<file path="config.mk">
export PLATFORM = sky130hd
export DESIGN_NAME = posted_write_buffer_unit_flat
export DESIGN_NICKNAME = d
export VERILOG_FILES = /design/src/rtl/pwb_pkg.sv /design/src/rtl/pwb_if.sv /design/src/rtl/posted_write_buffer_unit.sv /design/src/rtl/pwb_store.sv /design/src/rtl/pwb_seq.sv /design/src/flat_wrapper.sv
export SDC_FILE = /design/constraint.sdc
export NUM_CORES = 1
export LEC_CHECK = 0
export ABC_AREA = 1
export ABC_CLOCK_PERIOD_IN_PS = 8980
export BUFFER_PORTS_ARGS = -buffer_cell sky130_fd_sc_hd__buf_2
export CORE_UTILIZATION = 60
export CTS_CLUSTER_SIZE = 12
export DETAILED_ROUTE_END_ITERATION = 10
export PLACE_DENSITY_LB_ADDON = 0.25
export SKIP_LAST_GASP = 1
export SYNTH_ARGS = -nofsm -noshare
export SYNTH_HDL_FRONTEND = slang
export SYNTH_SLANG_ARGS = --single-unit
</file>
<file path="constraint.sdc">
create_clock -name clk_i -period 8.98 [get_ports clk_i]
set_input_delay 0 -clock clk_i [delete_from_list [all_inputs] [get_ports clk_i]]
set_output_delay 0 -clock clk_i [all_outputs]
set_load 0.03 [all_outputs]
</file>
<file path="src/rtl/pwb_pkg.sv">
// posted write buffer package: sizes, mode and state codes, store command type
// no dependencies; imported by every module of the buffer
package pwb_pkg;

  localparam int unsigned EntriesC = 4;
  localparam int unsigned IdxW     = (EntriesC > 1) ? $clog2(EntriesC) : 1;
  localparam int unsigned WordW    = 32;

  typedef logic [IdxW-1:0]     idx_t;
  typedef logic [EntriesC-1:0] pend_t;
  typedef logic [WordW-1:0]    word_t;

  localparam idx_t LastIdx = idx_t'(EntriesC - 1);

  typedef enum logic [1:0] {
    ModeWrite = 2'd0,
    ModeRead  = 2'd1,
    ModeTick  = 2'd2,
    ModeFlush = 2'd3
  } mode_e;

  typedef enum logic [1:0] {
    StIdle,
    StWrite,
    StScan,
    StReq
  } state_e;

  typedef struct packed {
    logic  wr_en;
    idx_t  wr_idx;
    word_t wr_addr;
    word_t wr_data;
    logic  clr_en;
    idx_t  clr_idx;
  } store_cmd_t;

endpackage

</file>
<file path="src/rtl/pwb_if.sv">
// request and bus channel interfaces of the posted write buffer
// depends on pwb_pkg
interface pwb_req_if;
  import pwb_pkg::*;
  logic  valid;
  logic  ready;
  logic [1:0] mode;
  word_t address;
  word_t value;

  modport source (output valid, mode, address, value, input ready);
  modport sink   (input valid, mode, address, value, output ready);
endinterface

interface pwb_bus_if;
  import pwb_pkg::*;
  logic  valid;
  logic  ready;
  logic  bus_is_write;
  word_t bus_address;
  word_t bus_data;
  logic  stalled;
  logic  last;

  modport source (output valid, bus_is_write, bus_address, bus_data, stalled, last,
                  input ready);
  modport sink   (input valid, bus_is_write, bus_address, bus_data, stalled, last,
                  output ready);
endinterface

</file>
<file path="src/rtl/posted_write_buffer_unit.sv">
// posted write buffer top level: one request in, bus requests out
// write: stores into the next slot, evicting its old contents as a bus write when still pending;
// tick, flush and read scan one slot per cycle over the EntriesC slots, holding on a pending slot
// while the bus output is busy; read then issues the read request; a new request is taken only in idle
// reset: pending bits, slot pointer and output valid clear; entry contents undefined
// depends on pwb_pkg, pwb_if, pwb_store, pwb_seq
module posted_write_buffer_unit import pwb_pkg::*; (
  input logic        clk_i,
  input logic        rst_ni,
  pwb_req_if.sink    req_i,
  pwb_bus_if.source  bus_o
);

  store_cmd_t cmd;
  idx_t       rd_idx;
  word_t      rd_addr;
  word_t      rd_data;
  pend_t      pending;

  pwb_store u_store (
    .clk_i     (clk_i),
    .rst_ni    (rst_ni),
    .cmd_i     (cmd),
    .rd_idx_i  (rd_idx),
    .rd_addr_o (rd_addr),
    .rd_data_o (rd_data),
    .pending_o (pending)
  );

  pwb_seq u_seq (
    .clk_i          (clk_i),
    .rst_ni         (rst_ni),
    .req_valid_i    (req_i.valid),
    .req_ready_o    (req_i.ready),
    .req_mode_i     (req_i.mode),
    .req_address_i  (req_i.address),
    .req_value_i    (req_i.value),
    .out_valid_o    (bus_o.valid),
    .out_ready_i    (bus_o.ready),
    .out_is_write_o (bus_o.bus_is_write),
    .out_address_o  (bus_o.bus_address),
    .out_data_o     (bus_o.bus_data),
    .out_stalled_o  (bus_o.stalled),
    .out_last_o     (bus_o.last),
    .cmd_o          (cmd),
    .rd_idx_o       (rd_idx),
    .rd_addr_i      (rd_addr),
    .rd_data_i      (rd_data),
    .pending_i      (pending)
  );

endmodule

</file>
<file path="src/rtl/pwb_store.sv">
// entry store: address and data per slot plus pending bits
// depends on pwb_pkg
module pwb_store import pwb_pkg::*; (
  input  logic       clk_i,
  input  logic       rst_ni,
  input  store_cmd_t cmd_i,
  input  idx_t       rd_idx_i,
  output word_t      rd_addr_o,
  output word_t      rd_data_o,
  output pend_t      pending_o
);

  word_t addr_q [EntriesC];
  word_t data_q [EntriesC];
  pend_t pending_q, pending_d;

  always_ff @(posedge clk_i) begin
    if (cmd_i.wr_en) begin
      addr_q[cmd_i.wr_idx] <= cmd_i.wr_addr;
      data_q[cmd_i.wr_idx] <= cmd_i.wr_data;
    end
  end

  always_comb begin
    pending_d = pending_q;
    if (cmd_i.clr_en) begin
      pending_d[cmd_i.clr_idx] = 1'b0;
    end
    if (cmd_i.wr_en) begin
      pending_d[cmd_i.wr_idx] = 1'b1;
    end
  end

  always_ff @(posedge clk_i or negedge rst_ni) begin
    if (!rst_ni) begin
      pending_q <= '0;
    end else begin
      pending_q <= pending_d;
    end
  end

  assign rd_addr_o = addr_q[rd_idx_i];
  assign rd_data_o = data_q[rd_idx_i];
  assign pending_o = pending_q;

endmodule

</file>
<file path="src/rtl/pwb_seq.sv">
// sequencer: request decode, slot scan over the store, bus output register
// depends on pwb_pkg; drives pwb_store through a store_cmd_t
module pwb_seq import pwb_pkg::*; (
  input  logic       clk_i,
  input  logic       rst_ni,
  input  logic       req_valid_i,
  output logic       req_ready_o,
  input  logic [1:0] req_mode_i,
  input  word_t      req_address_i,
  input  word_t      req_value_i,
  output logic       out_valid_o,
  input  logic       out_ready_i,
  output logic       out_is_write_o,
  output word_t      out_address_o,
  output word_t      out_data_o,
  output logic       out_stalled_o,
  output logic       out_last_o,
  output store_cmd_t cmd_o,
  output idx_t       rd_idx_o,
  input  word_t      rd_addr_i,
  input  word_t      rd_data_i,
  input  pend_t      pending_i
);

  state_e state_q, state_d;
  mode_e  mode_q, mode_d;
  word_t  addr_q, addr_d;
  word_t  val_q, val_d;
  logic   any_q, any_d;
  idx_t   idx_q, idx_d;
  idx_t   slot_q, slot_d;

  logic   out_valid_q;
  logic   out_is_write_q, out_is_write_d;
  word_t  out_addr_q, out_addr_d;
  word_t  out_data_q, out_data_d;
  logic   out_stall_q, out_stall_d;
  logic   out_last_q, out_last_d;
  logic   load;

  logic   out_free;
  logic   cur_pend;
  pend_t  rest;

  assign out_free = !out_valid_q || out_ready_i;
  assign rd_idx_o = (state_q == StWrite) ? slot_q : idx_q;
  assign cur_pend = pending_i[rd_idx_o];
  assign rest     = pending_i & ~(pend_t'(1) << idx_q);

  always_comb begin
    state_d        = state_q;
    mode_d         = mode_q;
    addr_d         = addr_q;
    val_d          = val_q;
    any_d          = any_q;
    idx_d          = idx_q;
    slot_d         = slot_q;
    req_ready_o    = 1'b0;
    load           = 1'b0;
    out_is_write_d = 1'b1;
    out_addr_d     = rd_addr_i;
    out_data_d     = rd_data_i;
    out_stall_d    = 1'b0;
    out_last_d     = 1'b0;
    cmd_o          = '0;
    cmd_o.wr_idx   = slot_q;
    cmd_o.wr_addr  = addr_q;
    cmd_o.wr_data  = val_q;
    cmd_o.clr_idx  = idx_q;

    case (state_q)
      StIdle: begin
        req_ready_o = 1'b1;
        if (req_valid_i) begin
          mode_d  = mode_e'(req_mode_i);
          addr_d  = req_address_i;
          val_d   = req_value_i;
          any_d   = |pending_i;
          idx_d   = '0;
          state_d = (mode_e'(req_mode_i) == ModeWrite) ? StWrite : StScan;
        end
      end
      StWrite: begin
        if (!cur_pend || out_free) begin
          // evict old slot contents when still pending
          load        = cur_pend;
          out_stall_d = 1'b1;
          out_last_d  = 1'b1;
          cmd_o.wr_en = 1'b1;
          slot_d      = (slot_q == LastIdx) ? '0 : slot_q + idx_t'(1);
          state_d     = StIdle;
        end
      end
      StScan: begin
        if (pending_i == '0) begin
          state_d = (mode_q == ModeRead) ? StReq : StIdle;
        end else if (cur_pend) begin
          if (out_free) begin
            load         = 1'b1;
            out_stall_d  = (mode_q == ModeRead) ? any_q : 1'b0;
            out_last_d   = (mode_q == ModeTick) || (mode_q == ModeFlush && rest == '0);
            cmd_o.clr_en = 1'b1;
            if (mode_q == ModeTick) begin
              state_d = StIdle;
            end else if (idx_q != LastIdx) begin
              idx_d = idx_q + idx_t'(1);
            end
          end
        end else if (idx_q != LastIdx) begin
          idx_d = idx_q + idx_t'(1);
        end
      end
      StReq: begin
        if (out_free) begin
          load           = 1'b1;
          out_is_write_d = 1'b0;
          out_addr_d     = addr_q;
          out_data_d     = '0;
          out_stall_d    = any_q;
          out_last_d     = 1'b1;
          state_d        = StIdle;
        end
      end
      default: begin
        state_d = StIdle;
      end
    endcase
  end

  always_ff @(posedge clk_i or negedge rst_ni) begin
    if (!rst_ni) begin
      state_q     <= StIdle;
      slot_q      <= '0;
      out_valid_q <= 1'b0;
    end else begin
      state_q <= state_d;
      slot_q  <= slot_d;
      if (load) begin
        out_valid_q <= 1'b1;
      end else if (out_ready_i) begin
        out_valid_q <= 1'b0;
      end
    end
  end

  always_ff @(posedge clk_i) begin
    mode_q <= mode_d;
    addr_q <= addr_d;
    val_q  <= val_d;
    any_q  <= any_d;
    idx_q  <= idx_d;
    if (load) begin
      out_is_write_q <= out_is_write_d;
      out_addr_q     <= out_addr_d;
      out_data_q     <= out_data_d;
      out_stall_q    <= out_stall_d;
      out_last_q     <= out_last_d;
    end
  end

  assign out_valid_o    = out_valid_q;
  assign out_is_write_o = out_is_write_q;
  assign out_address_o  = out_addr_q;
  assign out_data_o     = out_data_q;
  assign out_stalled_o  = out_stall_q;
  assign out_last_o     = out_last_q;

endmodule
</file>
<file path="src/flat_wrapper.sv">
// flat-port wrapper written by rule: the top's interface ports become plain ports
module posted_write_buffer_unit_flat import pwb_pkg::*;
  (clk_i, rst_ni, req_i_valid, req_i_mode, req_i_address, req_i_value, req_i_ready, bus_o_valid, bus_o_bus_is_write, bus_o_bus_address, bus_o_bus_data, bus_o_stalled, bus_o_last, bus_o_ready);
  pwb_req_if req_i_i ();
  pwb_bus_if bus_o_i ();
  input logic clk_i;
  input logic rst_ni;
  input wire logic [$bits(req_i_i.valid)-1:0] req_i_valid;
  input wire logic [$bits(req_i_i.mode)-1:0] req_i_mode;
  input wire logic [$bits(req_i_i.address)-1:0] req_i_address;
  input wire logic [$bits(req_i_i.value)-1:0] req_i_value;
  output wire logic [$bits(req_i_i.ready)-1:0] req_i_ready;
  output wire logic [$bits(bus_o_i.valid)-1:0] bus_o_valid;
  output wire logic [$bits(bus_o_i.bus_is_write)-1:0] bus_o_bus_is_write;
  output wire logic [$bits(bus_o_i.bus_address)-1:0] bus_o_bus_address;
  output wire logic [$bits(bus_o_i.bus_data)-1:0] bus_o_bus_data;
  output wire logic [$bits(bus_o_i.stalled)-1:0] bus_o_stalled;
  output wire logic [$bits(bus_o_i.last)-1:0] bus_o_last;
  input wire logic [$bits(bus_o_i.ready)-1:0] bus_o_ready;
  assign req_i_i.valid = req_i_valid;
  assign req_i_i.mode = req_i_mode;
  assign req_i_i.address = req_i_address;
  assign req_i_i.value = req_i_value;
  assign req_i_ready = req_i_i.ready;
  assign bus_o_valid = bus_o_i.valid;
  assign bus_o_bus_is_write = bus_o_i.bus_is_write;
  assign bus_o_bus_address = bus_o_i.bus_address;
  assign bus_o_bus_data = bus_o_i.bus_data;
  assign bus_o_stalled = bus_o_i.stalled;
  assign bus_o_last = bus_o_i.last;
  assign bus_o_i.ready = bus_o_ready;
  posted_write_buffer_unit u_core (.clk_i(clk_i), .rst_ni(rst_ni), .req_i(req_i_i), .bus_o(bus_o_i));
endmodule
</file>
==> results of run 1 <==
-- final cells by class --
class	instances	area [um2]
clock inverters	6	58.8
fillers	1508	6650
multi-input cells	536	2600
clock buffers	52	1060
flip-flops and latches	401	12000
repair buffers	218	1470
inverters	58	221
well taps	324	405
-- per-layer routing --
layer | routed length, um | vias up
li1 | - | 4183
met1 | 11900 | 4220
met2 | 14400 | 309
met3 | 1440 | 66
met4 | 876 | 0
met5 | 0 | -
-- kinds of logic after synthesis --
group / after synthesis / share of synthesized area
fa+ha+maj: 4 / 0.00332
flops: 401 / 0.796
simple gates: 292 / 0.0775
mux: 10 / 0.00664
buf+inv: 108 / 0.0336
compound gates: 230 / 0.0827
-- repair_timing --
item                                   4_1_cts  5_1_grt
endpoints found under the hold margin       78        0
hold buffers                                71        0
resized for setup                            0        0
-- worst max path at each step --
stage / cells after the start / to / slack [ps] / from
2_1_floorplan: 5 / u_core.u_seq.idx_q[0]$_SDFFCE_PN0P_ / 4240 / u_core.u_seq.state_q[0]$_DFFE_PN0P_
3_3_place_gp: 12 / u_core.u_store.data_q[2][5]$_DFFE_PP_ / 5490 / u_core.u_seq.state_q[0]$_DFFE_PN0P_
3_5_place_dp: 9 / u_core.u_seq.out_data_o[9]$_DFFE_PP_ / 5380 / u_core.u_seq.state_q[0]$_DFFE_PN0P_
4_1_cts: 9 / u_core.u_seq.out_address_o[7]$_DFFE_PP_ / 5340 / u_core.u_seq.state_q[0]$_DFFE_PN0P_
5_1_grt: 9 / u_core.u_seq.out_address_o[20]$_DFFE_PP_ / 4990 / u_core.u_seq.state_q[0]$_DFFE_PN0P_
6_report: 9 / u_core.u_seq.out_address_o[7]$_DFFE_PP_ / 5360 / u_core.u_seq.state_q[0]$_DFFE_PN0P_
-- sequential cells by signal, indices dropped and copies added, names as in the netlist --
signal                       count
u_core.u_seq.out_stalled_o       1
u_core.u_seq.idx_q               2
u_core.u_seq.out_is_write_o      1
u_core.u_store.addr_q          128
u_core.u_seq.out_address_o      32
u_core.u_store.data_q          128
u_core.u_seq.state_q             2
u_core.u_seq.out_valid_o         1
u_core.u_seq.addr_q             32
u_core.u_store.pending_o         4
u_core.u_seq.out_data_o         32
u_core.u_seq.val_q              32
u_core.u_seq.slot_q              2
u_core.u_seq.out_last_o          1
u_core.u_seq.mode_q              2
u_core.u_seq.any_q               1
-- power groups by stage --
stage                     logic (mW)  registers [mW]  clock network (mW)
after CTS                       2.10            2.79                1.49
after global routing            2.32            2.82                1.56
final                           2.10            2.79                1.46
after detailed placement        2.07            2.82                   0
after floorplan                 1.22            3.14                   0
after global placement          2.01            2.81                   0
-- synth_stat cells (5+ instances only) --
master      n
edfxtp_1  392
buf_4       5
o211ai_1   22
nor2_1    224
mux2i_1    10
buf_6       7
o22ai_1    11
inv_1      56
dfrtp_1     9
nand3_1    19
buf_2      23
a21oi_1    36
clkbuf_1   12
o21ai_1    27
nand2_2     6
nand2_1    33
o21ai_0   131
-- per-stage QoR --
step | power, mW | hold WS [ps] | util
2_1_floorplan | 4.36 | -296 | -
6_report | 6.35 | 164 | 0.728
3_5_place_dp | 4.89 | -130 | 0.653
4_1_cts | 6.38 | 151 | 0.728
5_1_grt | 6.70 | 156 | 0.728
3_3_place_gp | 4.82 | -130 | 0.653
-- worst max-delay path: stages (launching register included) --
cell and delay [ps]:
dfrtp_1 490, nand2_4 150, nand2_2 120, nand2_4 610, nand2_1 230, nand3_1 90, nand2_1 140, nor2_1 80
nand2_1 240, nand3_4 800
-- placed cells by master, fill, tap and decap left out, types with 18 or more instances in the layout --
cell type      count
a21oi_1           36
clkbuf_16         40
inv_1             53
o21ai_0          131
o211ai_1          22
dlygate4sd3_1     71
buf_2            138
nand3_1           18
nor2_1           222
nand2_1           33
edfxtp_1         392
o21ai_1           27
==> metrics, run 1 <==
R2R setup slack=5360 ps; All-Layer GR Usage=0.227; Avg WL per Cell=18.0 um; Leakage=6.36 nW; Seq cells post-synth=401; WHS Endpoint=u_core.u_seq.val_q[31]$_DFFE_PP_; setup violators final=0; Seq pwr share=0.439; Post-DP HPWL=14800 um; post-synthesis sequential area ratio=0.796; Root Driver=clkbuf_16; Routed Antenna Nets=0; met3 GRT Util=0.0346; Final Hold Fails=0; drt first pass iters=8; floorplan row count=57; CP Data Arrival Time=3560 ps; Power Density=357 nW/um2; RSZ-0062 raised after global routing=no; CP Max Fanout=131; met2 usage=0.395; HP Start=req_i_value[31]; largest net degree at the start of global routing=132; Req. time, crit path=8920 ps; PortBufs=138; Setup crit end kind=flop; Setup WS pre-CTS=5380 ps; post-place instance area=16000 um2; worst-margin pin slew=1230 ps; IO Count=139; Mapped Cells=1045; reg2reg path depth=9; status=complete, no violations; total number of vias=8778; area share of the largest cell type after synthesis=0.781; ys async rst share=0.0224; Starting Density=0.616; n_diodes=0; later-pin clock latency in the skew report=530 ps; Die Span X=160 um; Initial DRC Count=611; vias in the first global route=8965; Nets=1329; CORE AREA=24500 um2; DRC=0; Hold Crit Depth=2; Clock Sinks=401; gr ovfl total=0; RR Endpoint=u_core.u_seq.out_address_o[7]$_DFFE_PP_; Clock transition at path regs=60 ps; Net Sw Power=2.33 mW; Reg-to-Reg Start=u_core.u_seq.state_q[0]$_DFFE_PN0P_; crit start category=flop; placed cell count=1466; Slew Viols, Final=0; Tcrit/Tclk final=0.403; met1 usage=0.285; CTS tree=done; P_int=4.02 mW; Syn Nets=1119; H-tree depth=2; synthesis-to-finish area growth=18.2%; Max-Slew Margin vs Limit=0.177; most area-consuming cells after synthesis=edfxtp_1 78%, nor2_1 5.6%, o21ai_0 4.4%; part of the power in combinational logic=0.330; Fmax=277 MHz; Cell Count, Final, Fillers Out=1595; setup repair bufs after CTS=0; die height=160 um; initial antenna violation count=0; distinct cell type count after synthesis=29; mapped cell area=15100 um2; Worst Clk Skew=16.4 ps; fin area=17800 um2; max-cap violation count=0; CTS buffer count=40; post-synth top area cell=edfxtp_1; Die Area=25700 um2; worst hold path class=input port to flop; Yosys warning count=0; Switching Share=0.367; Synth Area per Inst=14.4 um2; Worst Setup Path Type=flop to flop; first-pass GRT wire length=45100 um; gp weighted congestion=0.832; Fin Setup TNS=0 ps; fin worst setup slack=5360 ps; busiest grt layer=met2; Post-synth EDFFs=392; Main synth FF type=edfxtp_1; total wire length=28600 um; layout cells sized above 1=0.167; Peak supply drop=338 uV; crit path time final=3620 ps; clock buffer depth=3; Via density=5.50; power share of the clock group=0.231
(Power assumes the default switching activity.)
==> run 2: changes to the inputs <==
ABC_CLOCK_PERIOD_IN_PS = 3100   (was 8980)
CORE_UTILIZATION = 53   (was 60)
clock period = 3.1 ns   (was 8.98 ns; I/O delays follow)
==> run 2 against run 1 <==
- final area rose by 2.0%
- non-clock buffer count up 10
- worst setup slack worse by 4900 ps
- sequential share of layout area shrank 1.3 points
==> metrics, run 2 (synthesized netlist as in run 1, its figures left out) <==
status=complete, no violations; worst hold path class=input port to flop; Root Driver=clkbuf_16; Nets=1341 (+0.90%); CTS resizes=0 (unchanged); vias in the first global route=8849 (-1.3%); Largest stage delay, worst path=510 ps (-290 ps); Req. time, crit path=3360 ps (-5560 ps); reg2reg path depth=12 (+3); most used cell, CP=nand2_1; RSZ-0062 raised after global routing=no; n_diodes=0 (unchanged); Final Core Density=0.652 (-0.0761); clock buffer depth=3 (unchanged); Die Span X=171 um (+6.3%); Multi-input gate area=2600 um2 (unchanged); crit path time final=2600 ps (-1020 ps); Worst Clk Skew=13.7 ps (-2.62 ps); CP Max Fanout=22 (-83%); CP Cell Sequence=nand2_4 > nand2_2 > nand2_4 > nand2_1 > nand3_1 > nand2_1 > nand2_1 > nand2_2 > inv_1 > nand2_1 > clkinv_2 > buf_4; R2R setup slack=500 ps (-4860 ps); Die Area=29100 um2 (+13%); All-Layer GR Usage=0.208 (-0.0185); Setup crit end kind=flop; CP Launch Point=u_core.u_seq.state_q[0]$_DFFE_PN0P_; CTS buffer count=42 (+5.0%); Peak supply drop=676 uV (+100%); Worst Setup Path Type=flop to flop; CTS tree=done; crit start category=flop; Setup WS pre-CTS=500 ps (-4880 ps); first-pass GRT wire length=45800 um (+1.5%); Fin Setup TNS=0 ps (unchanged); Leakage=6.50 nW (+2.2%); Clock transition at path regs=60 ps (about the same); IO Count=139 (unchanged); largest net degree at the start of global routing=87 (-34%); most frequent cells in the layout=392 x edfxtp_1, 222 x nor2_1, 138 x buf_2; Fill cells=1939 (+29%); setup repair bufs after CTS=0 (unchanged); Routed Antenna Nets=0 (unchanged); DRC=0 (unchanged); Avg WL per Cell=17.9 um (about the same); Via density=5.31 (-3.5%); die height=171 um (+6.3%); Starting Density=0.541 (-0.0751); cts hold-fix bufs=69 (-2.8%); fin worst setup slack=503 ps (-4860 ps); worst-margin pin slew=1030 ps (-207 ps); PortBufs=138 (unchanged); H-tree depth=2 (unchanged); RR Endpoint=u_core.u_store.addr_q[1][6]$_DFFE_PP_; commonest non-fill, non-tap cell in the layout=edfxtp_1; Max-Slew Margin vs Limit=0.315 (+0.138); Clock Sinks=401 (unchanged); Largest regs=u_core.u_store.addr_q (128), u_core.u_store.data_q (128); Reg-to-Reg Start=u_core.u_seq.state_q[0]$_DFFE_PN0P_; Initial DRC Count=718 (+18%); synthesis-to-finish area growth=20.5%; Power Density=1040 nW/um2 (+190%); crit path capture=u_core.u_store.addr_q[1][6]$_DFFE_PP_; Post-DP HPWL=16500 um (+12%); total number of vias=8873 (+1.1%); drt first pass iters=5 (-3); layout cells sized above 1=0.177 (+0.0104); initial antenna violation count=0 (unchanged); total wire length=30000 um (+4.6%); Tcrit/Tclk final=0.838 (+0.435); slowest CP cell=dfrtp_1; floorplan row count=61 (+7.0%); later-pin clock latency in the skew report=530 ps (about the same); CORE AREA=27900 um2 (+14%); gr ovfl total=0 (unchanged); setup violators final=0 (unchanged); Register Area=12000 um2 (unchanged); Final Hold Fails=0 (unchanged); gp weighted congestion=0.846 (+1.7%); max-cap violation count=0 (unchanged); CP Data Arrival Time=2860 ps (-700 ps); Slew Viols, Final=0 (unchanged); Fmax=385 MHz (+39%)
-- run 2: cell count changes in the layout (fill, tap and decap cells not counted) --
cell / previous run / this run
clkbuf_1: 11 / 13
dlygate4sd3_1: 71 / 69
clkinv_8: 1 / 0
clkinv_4: 0 / 1
buf_4: 9 / 14
clkinv_1: 1 / 5
buf_12: 0 / 7
bufinv_16: 0 / 1
clkbuf_16: 40 / 43
clkbuf_8: 1 / 3
inv_16: 1 / 0
-- run 2: layout make-up --
type | instances | area share
flip-flops and latches | 401 | 0.661
multi-input cells | 536 | 0.143
repair buffers | 228 | 0.0896
clock buffers | 59 | 0.0642
well taps | 378 | 0.0260
inverters | 58 | 0.0122
clock inverters | 10 | 0.00420
-- run 2: per-layer routing --
| layer | wire length [um] | GRT usage | up-vias |
|---|---|---|---|
| met5 | 0 | 0 | - |
| met4 | 816 | 0.0760 | 0 |
| met3 | 1450 | 0.0317 | 67 |
| met2 | 15100 | 0.362 | 274 |
| met1 | 12600 | 0.266 | 4311 |
| li1 | - | - | 4221 |
-- run 2: how the worst min path moves through the flow --
| stage | start | endpoint | slack, ps | cells after the start |
|---|---|---|---|---|
| 6_report | req_i_valid | u_core.u_seq.state_q[1]$_DFFE_PN0P_ | 30 | 5 |
| 5_1_grt | req_i_valid | u_core.u_seq.state_q[1]$_DFFE_PN0P_ | 50 | 5 |
| 4_1_cts | req_i_valid | u_core.u_seq.state_q[1]$_DFFE_PN0P_ | 8 | 5 |
| 3_5_place_dp | rst_ni | u_core.u_seq.out_valid_o$_DFFE_PN0P_ | -110 | 1 |
| 3_3_place_gp | rst_ni | u_core.u_seq.out_valid_o$_DFFE_PN0P_ | -120 | 1 |
| 2_1_floorplan | rst_ni | u_core.u_seq.out_valid_o$_DFFE_PN0P_ | -300 | 0 |
-- run 2: where the power goes --
| group | switching (mW) | internal, mW |
|---|---|---|
| registers | 0.466 | 7.59 |
| logic | 4.48 | 1.78 |
| clock network | 1.87 | 2.68 |
| total | 6.81 | 12.1 |
-- run 2: per-stage QoR --
| stage | cells | hold WS [ps] | cell area [um2] | power (mW) |
|---|---|---|---|---|
| floorplan | 1045 | -296 | 15100 | 12.6 |
| global placement | 1532 | -116 | 16200 | 14.2 |
| detailed placement | 1532 | -112 | 16200 | 14.3 |
| CTS | 1670 | 7.72 | 18200 | 19.0 |
| global route | 1670 | 49.1 | 18200 | 19.9 |
| finish | 1670 | 26.9 | 18200 | 18.9 |
-- run 2: worst max-delay path, delay by kind of cell (launching register included) --
family / cells / cell delay, ps
buf+inv: 3 / 840
flops: 1 / 510
simple gates: 9 / 980
==> run 3: changes to the inputs <==
ABC_CLOCK_PERIOD_IN_PS = 2600   (was 3100)
CORE_UTILIZATION = 59   (was 53)
clock period = 2.6 ns   (was 3.1 ns; I/O delays follow)
==> run 3 against run 2 <==
- maximum frequency increased by 8.0%
- global-route usage increased by 2.2 points
- final area shrank 0.25%
- critical path depth grew 1
- largest cell class unchanged
- sequential power grew 19%
- via count up 0.78%
- non-clock buffer count up 4
- largest power group unchanged
- worst setup slack got worse by 310 ps
- worst hold slack better by 160 ps
- sequential cell count did not move
- count of clock-buffer cells in the layout is 7 lower
- critical path type unchanged
==> metrics, run 3 (synthesized netlist as in run 1, its figures left out) <==
Fmax=416 MHz (+8.0%); CTS buffer count=41 (-2.4%); Final Hold Fails=0 (unchanged); Hold Slack=186 ps (+159 ps); RR Endpoint=u_core.u_store.data_q[2][14]$_DFFE_PP_; setup violators final=0 (unchanged); Worst Clk Skew=11.0 ps (-2.78 ps); P_int=14.3 mW (+18%); Seq pwr share=0.429 (+0.002); setup repair bufs after CTS=0 (unchanged); status=complete, no violations; WL met3=1880 um (+29%); Fill cells=1628 (-16%); Final Core Density=0.721 (+0.0696); M1 WL=12000 um (-5.0%); vias in the first global route=8935 (+0.97%); Slew Viols, Final=0 (unchanged); max-cap violation count=0 (unchanged); Peak supply drop=980 uV (+45%); CTS tree=done; first-pass GRT wire length=45900 um (+0.21%); synthesis-to-finish area growth=20.2%; All-Layer GR Usage=0.230 (+0.0219); Via density=5.52 (+3.8%); Setup crit end kind=flop; Die Area=26200 um2 (-10%); crit path time final=2400 ps (-193 ps); PortBufs=138 (unchanged); Leakage=6.48 nW (-0.35%); reg2reg path depth=13 (+1); R2R setup slack=200 ps (-310 ps); gp weighted congestion=0.837 (-1.1%); metal2 WL=14800 um (-1.8%); Power Density=1240 nW/um2 (+19%); Routed Antenna Nets=0 (unchanged); Initial DRC Count=861 (+20%); drt first pass iters=5 (unchanged); DRC=0 (unchanged); worst hold path class=input port to flop; crit start category=flop; total number of vias=8942 (+0.78%); Worst Setup Path Type=flop to flop; Fin Setup TNS=0 ps (unchanged); Reg-to-Reg Start=u_core.u_seq.state_q[1]$_DFFE_PN0P_; uppermost routed layer=met4; most frequent cells in the layout=392 x edfxtp_1, 222 x nor2_1, 138 x buf_2; power share of the clock group=0.233 (-0.008); Tcrit/Tclk final=0.924 (+0.0868); initial antenna violation count=0 (unchanged); Clock Sinks=401 (unchanged); H-tree depth=2 (unchanged); WHS Endpoint=u_core.u_seq.addr_q[12]$_DFFE_PP_; Nets=1344 (+0.22%); Post-DP HPWL=15600 um (-5.6%); n_diodes=0 (unchanged); Switching Share=0.364 (+0.00240); CP Data Arrival Time=2660 ps (-200 ps); Clock transition at path regs=60 ps (about the same); Net Sw Power=8.14 mW (+20%); commonest non-fill, non-tap cell in the layout=edfxtp_1; largest net degree at the start of global routing=93 (+6.9%); IO Count=139 (unchanged); cts hold-fix bufs=70 (+1.4%); Starting Density=0.600 (+0.0592); gr ovfl total=0 (unchanged); later-pin clock latency in the skew report=520 ps (about the same); Hold Crit Depth=2 (-3); floorplan row count=58 (-4.9%); part of the power in combinational logic=0.338 (+0.006); total wire length=29600 um (-1.1%); CP Max Fanout=29 (+32%); Max-Slew Margin vs Limit=0.418 (+0.103); CORE AREA=25100 um2 (-9.9%); layout cells sized above 1=0.180 (+0.00246); Root Driver=clkbuf_16; clock buffer depth=3 (unchanged); RSZ-0062 raised after global routing=no; Largest regs=u_core.u_store.addr_q (128), u_core.u_store.data_q (128); Avg WL per Cell=18.3 um (+1.9%); Req. time, crit path=2860 ps (-500 ps); die height=162 um (-5.2%); Die Span X=162 um (-5.2%); CTS resizes=0 (unchanged); HP Start=req_i_address[12]; worst-margin pin slew=873 ps (-155 ps)
[run 3: worst max-delay path, cell delays in order (launching register included)]
cell and delay, ps:
dfrtp_1 420, inv_2 110, nand2_4 110, nand2_2 130, nand2_4 110, nand2_1 90, nand3_1 70, nand2_1 130
nand2_1 80, nand2_2 160, inv_2 90, nand2_2 100, clkinvlp_4 260, buf_12 270
[run 3: area by class of cell]
cell class	count	area, um2	share of cell area
Clock inverter	12	52.6	0.00290
Tap cell	330	413	0.0228
Inverter	58	229	0.0126
Timing Repair Buffer	232	1700	0.0937
Sequential cell	401	12000	0.662
Clock buffer	52	1120	0.0618
Multi-Input combinational cell	536	2610	0.144
[run 3: per-stage QoR]
stage               setup WS [ps]  power [mW]  instances  instance area (um2)
floorplan                    -214        15.0       1045                15100
detailed placement            233        17.2       1487                16200
finish                        196        22.4       1621                18100
CTS                           208        22.5       1621                18100
global placement              300        17.0       1487                16200
global route                 1.30        23.6       1621                18100
[run 3: how the worst max path moves through the flow]
stage	startpoint	endpoint	slack [ps]	depth (start not counted)
after floorplan	u_core.u_seq.state_q[0]$_DFFE_PN0P_	u_core.u_seq.idx_q[0]$_SDFFCE_PN0P_	-210	5
after global placement	u_core.u_seq.state_q[0]$_DFFE_PN0P_	u_core.u_store.data_q[1][23]$_DFFE_PP_	300	11
after detailed placement	u_core.u_seq.state_q[0]$_DFFE_PN0P_	u_core.u_store.data_q[1][23]$_DFFE_PP_	230	11
after CTS	u_core.u_seq.state_q[0]$_DFFE_PN0P_	u_core.u_store.data_q[1][18]$_DFFE_PP_	210	11
after global routing	u_core.u_seq.state_q[0]$_DFFE_PN0P_	u_core.u_store.data_q[1][18]$_DFFE_PP_	1	11
final	u_core.u_seq.state_q[1]$_DFFE_PN0P_	u_core.u_store.data_q[2][14]$_DFFE_PP_	200	13
[run 3: power groups by stage]
stage | Combinational (mW) | Clock, mW | Sequential [mW]
global route | 8.35 | 5.54 | 9.72
floorplan | 4.28 | 0 | 10.7
global placement | 7.27 | 0 | 9.71
finish | 7.57 | 5.22 | 9.61
detailed placement | 7.48 | 0 | 9.72
CTS | 7.63 | 5.30 | 9.61
[run 3: routing by layer]
metal | up-vias | track usage
li1 | 4225 | -
met1 | 4303 | 0.302
met2 | 343 | 0.389
met3 | 71 | 0.0329
met4 | 0 | 0.0978
met5 | - | 0
